File: src/hdl/dnsqp_pkg.sv
package dnsqp_pkg;

  // one result item as it travels from the parser to the output stage
  typedef struct packed {
    logic        result_kind;
    logic [7:0]  name_char;
    logic [2:0]  status;
    logic [15:0] message_id;
    logic [15:0] question_type;
  } item_t;

  localparam int FIFO_DEPTH = 4;
  localparam int FIFO_AW    = $clog2(FIFO_DEPTH);
  localparam int FIFO_CW    = $clog2(FIFO_DEPTH + 1);

  localparam int IN_TDATA_W  = 8;
  localparam int OUT_FIELD_W = 8 + 3 + 16 + 16;
  localparam int OUT_TDATA_W = ((OUT_FIELD_W + 7) / 8) * 8;

endpackage

File: src/hdl/dnsqp_front.sv
module dnsqp_front (
  input  logic                 clk,
  input  logic                 rst_n,
  input  logic                 in_valid_i,
  input  logic                 in_ready_i,
  input  logic [7:0]           in_byte_i,
  input  logic                 in_last_i,
  output logic                 push_o,
  output dnsqp_pkg::item_t     item_o
);
  import dnsqp_pkg::*;

  localparam logic [3:0] HDR_LEN     = 4'd12;
  localparam logic [2:0] TRAILER_LEN = 3'd4;
  localparam logic [7:0] PTR_MASK    = 8'hc0;
  localparam logic [7:0] DOT_CHAR    = 8'h2e;

  localparam logic [2:0] ST_OK    = 3'd0;
  localparam logic [2:0] ST_SHORT = 3'd1;
  localparam logic [2:0] ST_NOQ   = 3'd2;
  localparam logic [2:0] ST_COMP  = 3'd3;
  localparam logic [2:0] ST_TRUNC = 3'd4;

  typedef enum logic [5:0] {
    PH_HEADER  = 6'b000001,
    PH_LEN     = 6'b000010,
    PH_LABEL   = 6'b000100,
    PH_TRAILER = 6'b001000,
    PH_DONE    = 6'b010000,
    PH_ERROR   = 6'b100000
  } phase_t;

  function automatic logic [7:0] fold_lower(input logic [7:0] c);
    if (c >= 8'h41 && c <= 8'h5a) begin
      return c + 8'h20;
    end
    return c;
  endfunction

  phase_t      phase_r, phase_nxt;
  logic [3:0]  hidx_r, hidx_nxt;
  logic [15:0] id_r, id_nxt;
  logic        qpres_r, qpres_nxt;
  logic [5:0]  lrem_r, lrem_nxt;
  logic        started_r, started_nxt;
  logic [2:0]  tidx_r, tidx_nxt;
  logic [15:0] qtype_r, qtype_nxt;
  logic [2:0]  err_r, err_nxt;

  logic        accept;
  logic        emit;
  logic [7:0]  ch;
  logic [2:0]  st;

  assign accept = in_valid_i && in_ready_i;

  always_comb begin
    phase_nxt   = phase_r;
    hidx_nxt    = hidx_r;
    id_nxt      = id_r;
    qpres_nxt   = qpres_r;
    lrem_nxt    = lrem_r;
    started_nxt = started_r;
    tidx_nxt    = tidx_r;
    qtype_nxt   = qtype_r;
    err_nxt     = err_r;
    emit        = 1'b0;
    ch          = 8'h00;
    case (phase_r)
      PH_HEADER: begin
        if (hidx_r == 4'd0) begin
          id_nxt = {in_byte_i, 8'h00};
        end else if (hidx_r == 4'd1) begin
          id_nxt = id_r | {8'h00, in_byte_i};
        end else if ((hidx_r == 4'd4 || hidx_r == 4'd5) && in_byte_i != 8'h00) begin
          qpres_nxt = 1'b1;
        end
        hidx_nxt = hidx_r + 4'd1;
        if (hidx_nxt >= HDR_LEN) begin
          if (qpres_nxt) begin
            phase_nxt = PH_LEN;
          end else begin
            phase_nxt = PH_ERROR;
            err_nxt   = ST_NOQ;
          end
        end
      end
      PH_LEN: begin
        if (in_byte_i == 8'h00) begin
          phase_nxt = PH_TRAILER;
          tidx_nxt  = 3'd0;
        end else if ((in_byte_i & PTR_MASK) != 8'h00) begin
          phase_nxt = PH_ERROR;
          err_nxt   = ST_COMP;
        end else begin
          if (started_r) begin
            emit = 1'b1;
            ch   = DOT_CHAR;
          end
          started_nxt = 1'b1;
          lrem_nxt    = in_byte_i[5:0];
          phase_nxt   = PH_LABEL;
        end
      end
      PH_LABEL: begin
        emit     = 1'b1;
        ch       = fold_lower(in_byte_i);
        lrem_nxt = lrem_r - 6'd1;
        if (lrem_nxt == 6'd0) begin
          phase_nxt = PH_LEN;
        end
      end
      PH_TRAILER: begin
        if (tidx_r == 3'd0) begin
          qtype_nxt = {in_byte_i, 8'h00};
        end else if (tidx_r == 3'd1) begin
          qtype_nxt = qtype_r | {8'h00, in_byte_i};
        end
        tidx_nxt = tidx_r + 3'd1;
        if (tidx_nxt >= TRAILER_LEN) begin
          phase_nxt = PH_DONE;
        end
      end
      default: begin
      end
    endcase

    case (phase_nxt)
      PH_HEADER:  st = ST_SHORT;
      PH_DONE:    st = ST_OK;
      PH_LEN,
      PH_LABEL,
      PH_TRAILER: st = ST_TRUNC;
      default:    st = err_nxt;
    endcase
  end

  always_comb begin
    item_o = '0;
    if (in_last_i) begin
      item_o.result_kind   = 1'b1;
      item_o.status        = st;
      item_o.message_id    = (st == ST_SHORT) ? 16'h0000 : id_nxt;
      item_o.question_type = (st == ST_OK) ? qtype_nxt : 16'h0000;
    end else begin
      item_o.name_char = ch;
    end
  end

  assign push_o = accept && (in_last_i || emit);

  always_ff @(posedge clk) begin
    if (!rst_n || (accept && in_last_i)) begin
      phase_r   <= PH_HEADER;
      hidx_r    <= 4'd0;
      id_r      <= 16'h0000;
      qpres_r   <= 1'b0;
      lrem_r    <= 6'd0;
      started_r <= 1'b0;
      tidx_r    <= 3'd0;
      qtype_r   <= 16'h0000;
      err_r     <= ST_OK;
    end else if (accept) begin
      phase_r   <= phase_nxt;
      hidx_r    <= hidx_nxt;
      id_r      <= id_nxt;
      qpres_r   <= qpres_nxt;
      lrem_r    <= lrem_nxt;
      started_r <= started_nxt;
      tidx_r    <= tidx_nxt;
      qtype_r   <= qtype_nxt;
      err_r     <= err_nxt;
    end
  end

  // the header counter stops at the header length
  a_hidx_bound: assert property (@(posedge clk) disable iff (!rst_n)
    hidx_r <= HDR_LEN)
    else $error("header index past header length");

  // a final byte always returns the parser to the start of a message
  a_eom_restart: assert property (@(posedge clk) disable iff (!rst_n)
    accept && in_last_i |=> phase_r == PH_HEADER && hidx_r == 4'd0 && !started_r)
    else $error("parser did not restart after final byte");

endmodule

File: src/hdl/dnsqp_fifo.sv
module dnsqp_fifo (
  input  logic              clk,
  input  logic              rst_n,
  input  logic              push_i,
  input  dnsqp_pkg::item_t  push_item_i,
  output logic              not_full_o,
  input  logic              pop_i,
  output logic              not_empty_o,
  output dnsqp_pkg::item_t  pop_item_o
);
  import dnsqp_pkg::*;

  item_t              mem_r [FIFO_DEPTH];
  logic [FIFO_AW-1:0] wr_ptr_r;
  logic [FIFO_AW-1:0] rd_ptr_r;
  logic [FIFO_CW-1:0] count_r;

  assign not_full_o  = count_r != FIFO_CW'(FIFO_DEPTH);
  assign not_empty_o = count_r != '0;
  assign pop_item_o  = mem_r[rd_ptr_r];

  always_ff @(posedge clk) begin
    if (push_i) begin
      mem_r[wr_ptr_r] <= push_item_i;
    end
  end

  always_ff @(posedge clk) begin
    if (!rst_n) begin
      wr_ptr_r <= '0;
      rd_ptr_r <= '0;
      count_r  <= '0;
    end else begin
      if (push_i) begin
        wr_ptr_r <= wr_ptr_r + FIFO_AW'(1);
      end
      if (pop_i) begin
        rd_ptr_r <= rd_ptr_r + FIFO_AW'(1);
      end
      case ({push_i, pop_i})
        2'b10:   count_r <= count_r + FIFO_CW'(1);
        2'b01:   count_r <= count_r - FIFO_CW'(1);
        default: count_r <= count_r;
      endcase
    end
  end

  a_no_overflow: assert property (@(posedge clk) disable iff (!rst_n)
    push_i |-> count_r != FIFO_CW'(FIFO_DEPTH))
    else $error("push into full queue");

  a_no_underflow: assert property (@(posedge clk) disable iff (!rst_n)
    pop_i |-> count_r != '0)
    else $error("pop from empty queue");

endmodule

File: src/hdl/dnsqp_back.sv
module dnsqp_back (
  input  logic                                clk,
  input  logic                                rst_n,
  input  logic                                q_not_empty_i,
  input  dnsqp_pkg::item_t                    q_item_i,
  output logic                                q_pop_o,
  output logic                                out_tvalid,
  input  logic                                out_tready,
  output logic [dnsqp_pkg::OUT_TDATA_W-1:0]   out_tdata,
  output logic                                out_tuser
);
  import dnsqp_pkg::*;

  logic  out_valid_r;
  item_t out_item_r;
  logic  take;

  assign take    = !out_valid_r || out_tready;
  assign q_pop_o = q_not_empty_i && take;

  always_ff @(posedge clk) begin
    if (!rst_n) begin
      out_valid_r <= 1'b0;
    end else if (take) begin
      out_valid_r <= q_not_empty_i;
    end
  end

  always_ff @(posedge clk) begin
    if (q_pop_o) begin
      out_item_r <= q_item_i;
    end
  end

  assign out_tvalid = out_valid_r;
  assign out_tuser  = out_item_r.result_kind;
  assign out_tdata  = {(OUT_TDATA_W - OUT_FIELD_W)'(0),
                       out_item_r.question_type,
                       out_item_r.message_id,
                       out_item_r.status,
                       out_item_r.name_char};

endmodule

File: src/hdl/dns_question_parser.sv
// channel   dir  tdata fields (low bit up)                         tuser / tlast
// in_       in   data_byte[7:0]                                    tlast = end_of_message
// out_      out  name_char[7:0] status[10:8] message_id[26:11]     tuser = result_kind
//                question_type[42:27], zero fill to 48 bits
//
// one input byte per cycle while the result queue has room; the parser state updates in the accept cycle
// a result reaches out_ through the queue write, then the output register
// reset (rst_n low, synchronous) empties the queue and output register and restarts
// the parser at the header
// in_tready drops only while the four-entry result queue is full, so out_ stalls
// reach the input once five results are pending (four queued, one in the output register)
module dns_question_parser (
  input  logic                                clk,
  input  logic                                rst_n,
  // input bytes
  input  logic                                in_tvalid,
  output logic                                in_tready,
  input  logic [dnsqp_pkg::IN_TDATA_W-1:0]    in_tdata,   // data_byte[7:0]
  input  logic                                in_tlast,   // end_of_message
  // result items
  output logic                                out_tvalid,
  input  logic                                out_tready,
  output logic [dnsqp_pkg::OUT_TDATA_W-1:0]   out_tdata,  // name_char, status, message_id,
                                                          // question_type
  output logic                                out_tuser   // result_kind
);
  import dnsqp_pkg::*;

  // front to queue
  logic  push;
  item_t push_item;
  logic  q_not_full;

  // queue to back
  logic  q_not_empty;
  item_t q_item;
  logic  q_pop;

  // the parser only takes a byte when the queue has room for what it may produce
  assign in_tready = q_not_full;

  dnsqp_front u_front (
    .clk        (clk),
    .rst_n      (rst_n),
    .in_valid_i (in_tvalid),
    .in_ready_i (q_not_full),
    .in_byte_i  (in_tdata),
    .in_last_i  (in_tlast),
    .push_o     (push),
    .item_o     (push_item)
  );

  // short queue decoupling the parser from the output side
  dnsqp_fifo u_fifo (
    .clk         (clk),
    .rst_n       (rst_n),
    .push_i      (push),
    .push_item_i (push_item),
    .not_full_o  (q_not_full),
    .pop_i       (q_pop),
    .not_empty_o (q_not_empty),
    .pop_item_o  (q_item)
  );

  // output register and field packing
  dnsqp_back u_back (
    .clk           (clk),
    .rst_n         (rst_n),
    .q_not_empty_i (q_not_empty),
    .q_item_i      (q_item),
    .q_pop_o       (q_pop),
    .out_tvalid    (out_tvalid),
    .out_tready    (out_tready),
    .out_tdata     (out_tdata),
    .out_tuser     (out_tuser)
  );

endmodule

File: config.mk
export PLATFORM = sky130hd
export DESIGN_NAME = dns_question_parser
export DESIGN_NICKNAME = d
export VERILOG_FILES = /design/src/hdl/dnsqp_pkg.sv /design/src/hdl/dnsqp_front.sv /design/src/hdl/dnsqp_fifo.sv /design/src/hdl/dnsqp_back.sv /design/src/hdl/dns_question_parser.sv
export SDC_FILE = /design/constraint.sdc
export NUM_CORES = 1
export LEC_CHECK = 0
export BUFFER_PORTS_ARGS = -buffer_cell sky130_fd_sc_hd__buf_2
export CORE_ASPECT_RATIO = 2
export CORE_UTILIZATION = 35
export DETAILED_ROUTE_END_ITERATION = 12
export GPL_TIMING_DRIVEN = 1
export PLACE_DENSITY = 0.6
export SLEW_MARGIN = 20
export SYNTH_ARGS = -nofsm -noshare
export SYNTH_HDL_FRONTEND = slang
export SYNTH_SLANG_ARGS = --single-unit
File: constraint.sdc
create_clock -name clk -period 5.7 [get_ports clk]
set_input_delay 0.285 -clock clk [delete_from_list [all_inputs] [get_ports clk]]
set_output_delay 0.285 -clock clk [all_outputs]
set_load 0.1 [all_outputs]
==> flow_metrics.tcl, run 1 <==
set metrics [dict create \
    slew_violations 0 \
    worstPathRequired_ns 5.89 \
    grt_pass1_wl_um 37270 \
    drv_cap 0 \
    synthArstFlopShare_pct 0 \
    p_total_mw 6.557 \
    syn_area_um2 11460 \
    max_slew_margin_pct 43.88 \
    gp_congestion 0.8806 \
    cts-root-buf "clkbuf_16" \
    core.rowCount 93 \
    cts.reportedPaths.clkPinSlew_ns 0.07 \
    grt_max_degree 48 \
    start_util_pct 35.57 \
    areaGrowthSynthToFinish_pct 13.18 \
    crit_path_max_fanout 25 \
    cp.buffers_inverters 1 \
    layout.nets 871 \
    hold_viol_final 0 \
    synth.distinct_cells 59 \
    powerDensity_nw_per_um2 505.3 \
    cp_slowest_cell "and2_2" \
    drive_above_1_share_pct 19.40 \
    clockBufferDepth 3 \
    tightest_slew_ns 0.8419 \
    cts_tree "built" \
    max_freq_ghz 0.2943 \
    grt_overflow_total 0 \
    yosysWarnings 0 \
    yosysSeqAreaShare_pct 68.81 \
    final.min_clock_period_ns 3.398 \
    status "finished clean" \
    io_buffers 58 \
    drc 0 \
    synthCells 794 \
    cp_cell_sequence "nor3_4 -> and4_1 -> and2_1 -> nand2_1 -> a21oi_1 -> and2_2 -> buf_4" \
    cts_made_buffers 24 \
    hold_class "in2reg" \
    cts_setup_buffers 0 \
    worstSetupPathType "reg2reg" \
    rsz0062_at_grt "no" \
    skew_ns 0.01873 \
    syn_avg_cell_area_um2 14.44 \
    die_h_um 257.9 \
    drtPass1Iterations 5 \
    dr.first_iter.drc_count 460 \
    cts_hold_buffers 0 \
    cts-htree-levels 1 \
    die_w_um 130.0 \
    final.setup.tns_ns 0 \
    worstPathArrival_ns 3.59 \
    synth-seq-cells 284 \
    track_usage_pct 14.71 \
    antenna_found_initial 0 \
    power.leakage_nw 4.146 \
    setup_viol 0 \
    crit_family "simple AND/OR/NAND/NOR gates" \
    cpPeakStageDelay_ns 0.71 \
    coreArea_um2 32230 \
    num_antenna_cells 0 \
    worst_skew_pair.late_latency_ns 0.53 \
    die-area_um2 33520 \
    drtAntennaViolNets 0 \
    grt_pass1_vias 6637 \
    detail_route.wl_per_cell_um 18.42 \
    synth_top_flop_cell "edfxtp_1" \
    critPathCaptureType "flop" \
    period_share_pct 59.61 \
    io_pins 64 \
    vias 6398 \
    ir_drop_mv 0.3079 \
    cts_resized 0 \
    viasPerCell 4.967 \
    cp-start-kind "flop" \
    dp_hpwl_um 16430 \
    cts_sinks 284 \
    synth_edf_count 220 \
    wirelength_um 23720 \
]
cell usage in the layout (no fill, tap or decap), types with 10 or more instances in the layout:
master / Yosys / layout
mux4_2: 44 / 44
nor2_1: 75 / 75
ha_1: 14 / 14
o21ai_0: 27 / 27
nand2_1: 67 / 67
clkbuf_16: 0 / 25
buf_2: 4 / 58
edfxtp_1: 220 / 220
nand3_1: 10 / 10
inv_1: 17 / 17
a21oi_1: 81 / 80
and2_1: 16 / 12
dfxtp_1: 64 / 62
nor3_1: 13 / 13
cells by family after synthesis:
group / share of synthesized area (%)
DFF: 68.81
and+or+nand+nor: 9.518
AOI/OAI and AO/OA: 7.007
buffers and inverters: 2.445
muxes: 9.649
adders and majority gates: 1.703
xor gates and xnor gates: 0.8404
other: 0.03271
through the flow:
| step | area (µm²) | instances | worst slack (ns) | hold WS [ns] | utilization, % |
|---|---|---|---|---|---|
| 2_1_floorplan | 11480 | 798 | 1.052 | 0.3839 | - |
| 3_3_place_gp | 12170 | 1244 | 2.368 | 0.4429 | 37.77 |
| 3_5_place_dp | 12170 | 1244 | 2.283 | 0.4478 | 37.77 |
| 4_1_cts | 12970 | 1288 | 2.252 | 0.06146 | 40.25 |
| 5_1_grt | 12970 | 1288 | 2.004 | 0.08523 | 40.25 |
| 6_report | 12970 | 1288 | 2.302 | 0.07739 | 40.25 |
path summary, 6_finish.rpt:
| path | start | end | slack, ns | cells past startpoint |
|---|---|---|---|---|
| hold reg to reg | u_front.id_r[9] | u_front.id_r[9] | 0.45 | 2 |
| setup / recovery | u_front.phase_r[0] | u_fifo.mem_r[1][5] | 2.30 | 7 |
| hold / removal | out_tready | u_back.out_tvalid | 0.08 | 4 |
| setup reg to reg | u_front.phase_r[0] | u_fifo.mem_r[1][5] | 2.30 | 7 |
synthesized netlist by cell type, types with 3 or more instances:
master      n  area share (%)
a211oi_1    6            0.39
a21boi_0    4            0.26
a21o_1      3            0.20
a21oi_1    81             3.5
a22oi_1     3            0.20
and2_1     16            0.87
and3_1      6            0.33
buf_1       8            0.26
buf_2       4            0.17
buf_4       6            0.39
clkbuf_1   28            0.92
dfxtp_1    64              11
edfxtp_1  220              58
ha_1       14             1.5
inv_1      17            0.56
mux2i_1     9            0.79
mux4_2     44             8.6
nand2_1    67             2.2
nand2b_1    5            0.27
nand3_1    10            0.44
nand4_1     4            0.22
nor2_1     75             2.5
nor2b_1     4            0.22
nor3_1     13            0.57
nor3_2      4            0.35
nor3b_1     3            0.20
nor4b_1     3            0.23
o21ai_0    27             1.2
or3_1       4            0.22
xnor2_1     5            0.38
xor2_1      6            0.46
flip-flops by register name, indices dropped and copies added (netlist names):
register           cells
u_fifo.mem_r         176
u_back.out_tdata      43
u_front.id_r          16
u_front.qtype_r       16
u_front.lrem_r         6
u_front.phase_r        6
u_front.hidx_r         4
u_fifo.count_r         3
u_front.err_r          3
u_front.tidx_r         3
u_fifo.rd_ptr_r        2
u_fifo.wr_ptr_r        2
u_back.out_tuser       1
u_back.out_tvalid      1
u_front.qpres_r        1
u_front.started_r      1
tightest hold or removal path: cells and delay by family:
| kind | cells | cell delay (ns) |
|---|---|---|
| AOI/OAI and AO/OA | 1 | 0.07 |
| and+or+nand+nor | 1 | 0.06 |
| buffers and inverters | 2 | 0.13 |
report_power, final:
group	total, mW	leakage (nW)	switching, mW	internal (mW)
Clock	1.66	0.391	0.713	0.949
Combinational	2.23	1.24	1.80	0.426
Sequential	2.66	2.51	0.100	2.56
metal layers:
metal  share of wire [%]  routed length (µm)  track usage (%)
met1                  37                8795            16.03
met2                  56               13330            27.82
met3                 3.1                 725            1.657
met4                 3.7                 874            6.621
met5                   0                   0                0
final cells by class:
cell class | instances | area [µm²]
sequential | 284 | 7890
clock buffer | 35 | 703.2
multi-input combinational | 449 | 3327
inverter | 17 | 63.81
timing repair buffer | 67 | 357.8
tap | 427 | 534.3
fill | 2961 | 19260
clock inverter | 9 | 98.84
No activity file was read; power rests on OpenSTA's default activity.
==> inputs of run 2 (changes only) <==
clock period = 3.4 ns   (was 5.7 ns; I/O delays follow)
==> flow_metrics.tcl, run 2 (synthesized netlist as in run 1, its figures left out) <==
set metrics [dict create \
    final.min_clock_period_ns 3.034 \
    final_cells 1309 \
    final_cell_mix "220 x edfxtp_1, 80 x a21oi_1, 75 x nor2_1" \
    r2r_start "u_front.phase_r[0]" \
    worstPathRequired_ns 3.87 \
    max_freq_ghz 0.3296 \
    critPathCaptureType "flop" \
    hold_class "in2reg" \
    p_total_mw 11.32 \
    cp_slowest_cell "a21oi_1" \
    gp_congestion 0.8702 \
    grt_pass1_wl_um 36980 \
    ir_drop_mv 0.4890 \
    worstHoldStart "in_tdata[2]" \
    layout.nets 892 \
    hold_end "u_front.id_r[10]" \
    p_sw_share_pct 39.31 \
    die-area_um2 33520 \
    critPathMostFrequentCell "inv_1" \
    drtAntennaViolNets 0 \
    post_dp_cell_area_um2 12370 \
    status "finished clean" \
    cts-root-buf "clkbuf_16" \
    power.leakage_nw 4.326 \
    power_frac_comb_pct 33.3 \
    final_area_um2 13300 \
    die_h_um 257.9 \
    r2r_end "u_fifo.count_r[2]" \
    dp_hpwl_um 15680 \
    drc 0 \
    vias 6485 \
    powerDensity_nw_per_um2 850.8 \
    dp_worst_setup_slack_ns 0.3612 \
    cpPeakStageDelay_ns 0.44 \
    rsz0062_at_grt "no" \
    core.rowCount 93 \
    r2r_slack_ns 0.37 \
    drtPass1Iterations 5 \
    io_buffers 58 \
    die_w_um 130.0 \
    largest_reg_flops 176 \
    detail_route.wl_per_cell_um 18.08 \
    worstPathArrival_ns 3.50 \
    cp_cell_sequence "nor3_4 -> and4_1 -> and2_1 -> nand2_1 -> a21oi_1 -> inv_1 -> ha_1 -> inv_1 -> fa_1 -> xor2_1 -> or3_1 -> a21boi_0" \
    worstSetupPathType "reg2reg" \
    grt_max_degree 47 \
    num_antenna_cells 0 \
    track_usage_pct 14.64 \
    setup_viol 0 \
    postLayoutSetupSlackWorst_ns 0.3662 \
    largest_register "u_fifo.mem_r" \
    clockBufferDepth 3 \
    slew_violations 0 \
    grt_overflow_total 0 \
    cts-htree-levels 1 \
    power_switching_mw 4.448 \
    period_share_pct 89.23 \
    dr.first_iter.drc_count 342 \
    worst_skew_pair.late_latency_ns 0.54 \
    cts.reportedPaths.clkPinSlew_ns 0.07 \
    grt_pass1_vias 6602 \
    final.setup.tns_ns 0 \
    cts_tree "built" \
    p_clk_share_pct 27.1 \
    viasPerCell 4.954 \
    areaGrowthSynthToFinish_pct 16.01 \
    tightest_slew_ns 0.7431 \
    layout_commonest_cell "edfxtp_1" \
    skew_ns 0.01986 \
    coreArea_um2 32230 \
    hold_viol_final 0 \
    cts_sinks 284 \
    start_util_pct 35.57 \
    power_frac_seq_pct 39.6 \
    dp.cells 1262 \
    cp-start-kind "flop" \
    drive_above_1_share_pct 21.54 \
    cts_made_buffers 24 \
    antenna_found_initial 0 \
    io_pins 64 \
    crit_start "u_front.phase_r[0]" \
    drv_cap 0 \
    rr_worst_depth 12 \
    n_fill_cell 2957 \
    max_slew_margin_pct 49.76 \
    p_int_mw 6.867 \
    crit_path_max_fanout 8 \
    hold_depth 3 \
    wirelength_um 23670 \
]
## run 2: cell types whose count changed in the layout (fill, tap and decap cells not counted), moves of 3 or more
cell           previous run  this run
buf_12                    0         5
buf_4                     9        22
clkbuf_1                  6         1
dlygate4sd3_1             0         3
## run 2: worst max-delay path by stage
stage / to / slack (ns) / cells past startpoint
after detailed placement: u_fifo.count_r[2] / 0.36 / 12
after global placement: u_fifo.count_r[2] / 0.40 / 12
final: u_fifo.count_r[2] / 0.37 / 12
after CTS: u_fifo.count_r[2] / 0.34 / 12
after global routing: u_fifo.count_r[2] / 0.05 / 12
after floorplan: u_fifo.mem_r[2][0] / 0.15 / 5
## run 2: layout make-up
| cell class | instances | area [µm²] | area share, % |
|---|---|---|---|
| multi-input cells | 449 | 3327 | 25.02 |
| flip-flops and latches | 284 | 7890 | 59.33 |
| inverters | 17 | 63.81 | 0.4798 |
| well taps | 427 | 534.3 | 4.017 |
| clock inverters | 12 | 183.9 | 1.383 |
| repair buffers | 88 | 585.6 | 4.403 |
| clock buffers | 32 | 714.4 | 5.372 |
## run 2: power groups by stage
stage	Sequential [mW]	Combinational, mW	Clock, mW
finish	4.48	3.76	3.07
global route	4.54	3.93	3.24
CTS	4.50	3.82	3.14
detailed placement	4.57	3.81	0
global placement	4.56	3.79	0
floorplan	6.59	1.10	0
## run 2: metal layers
layer / track usage (%) / up-vias / wire length [µm]
li1: - / 3094 / -
met1: 15.31 / 3196 / 8668
met2: 27.96 / 143 / 13170
met3: 1.927 / 52 / 853
met4: 7.074 / 0 / 976
met5: 0 / - / 0
## run 2: worst max-delay path, delay by kind of cell, from the launching register on
family | cells | cell delay (ns)
xor gates and xnor gates | 1 | 0.07
buffers and inverters | 2 | 0.17
and+or+nand+nor | 5 | 1.34
DFF | 1 | 0.38
AOI/OAI and AO/OA | 2 | 0.60
adders and majority gates | 2 | 0.41
## run 2: repair_timing
| item | in CTS | in global routing |
|---|---|---|
| buffers inserted | 0 | 0 |
| endpoints found under the setup margin | 0 | 0 |
| endpoints found under the hold margin | 3 | 0 |
| resized for setup | 0 | 0 |
| hold buffers | 3 | 0 |
## run 2: per-stage QoR
stage,hold slack [ns],utilization [%]
6_report,0.03240,41.26
5_1_grt,0.04151,41.26
4_1_cts,0.01268,41.26
3_5_place_dp,0.4480,38.38
3_3_place_gp,0.4430,38.38
2_1_floorplan,0.2689,-
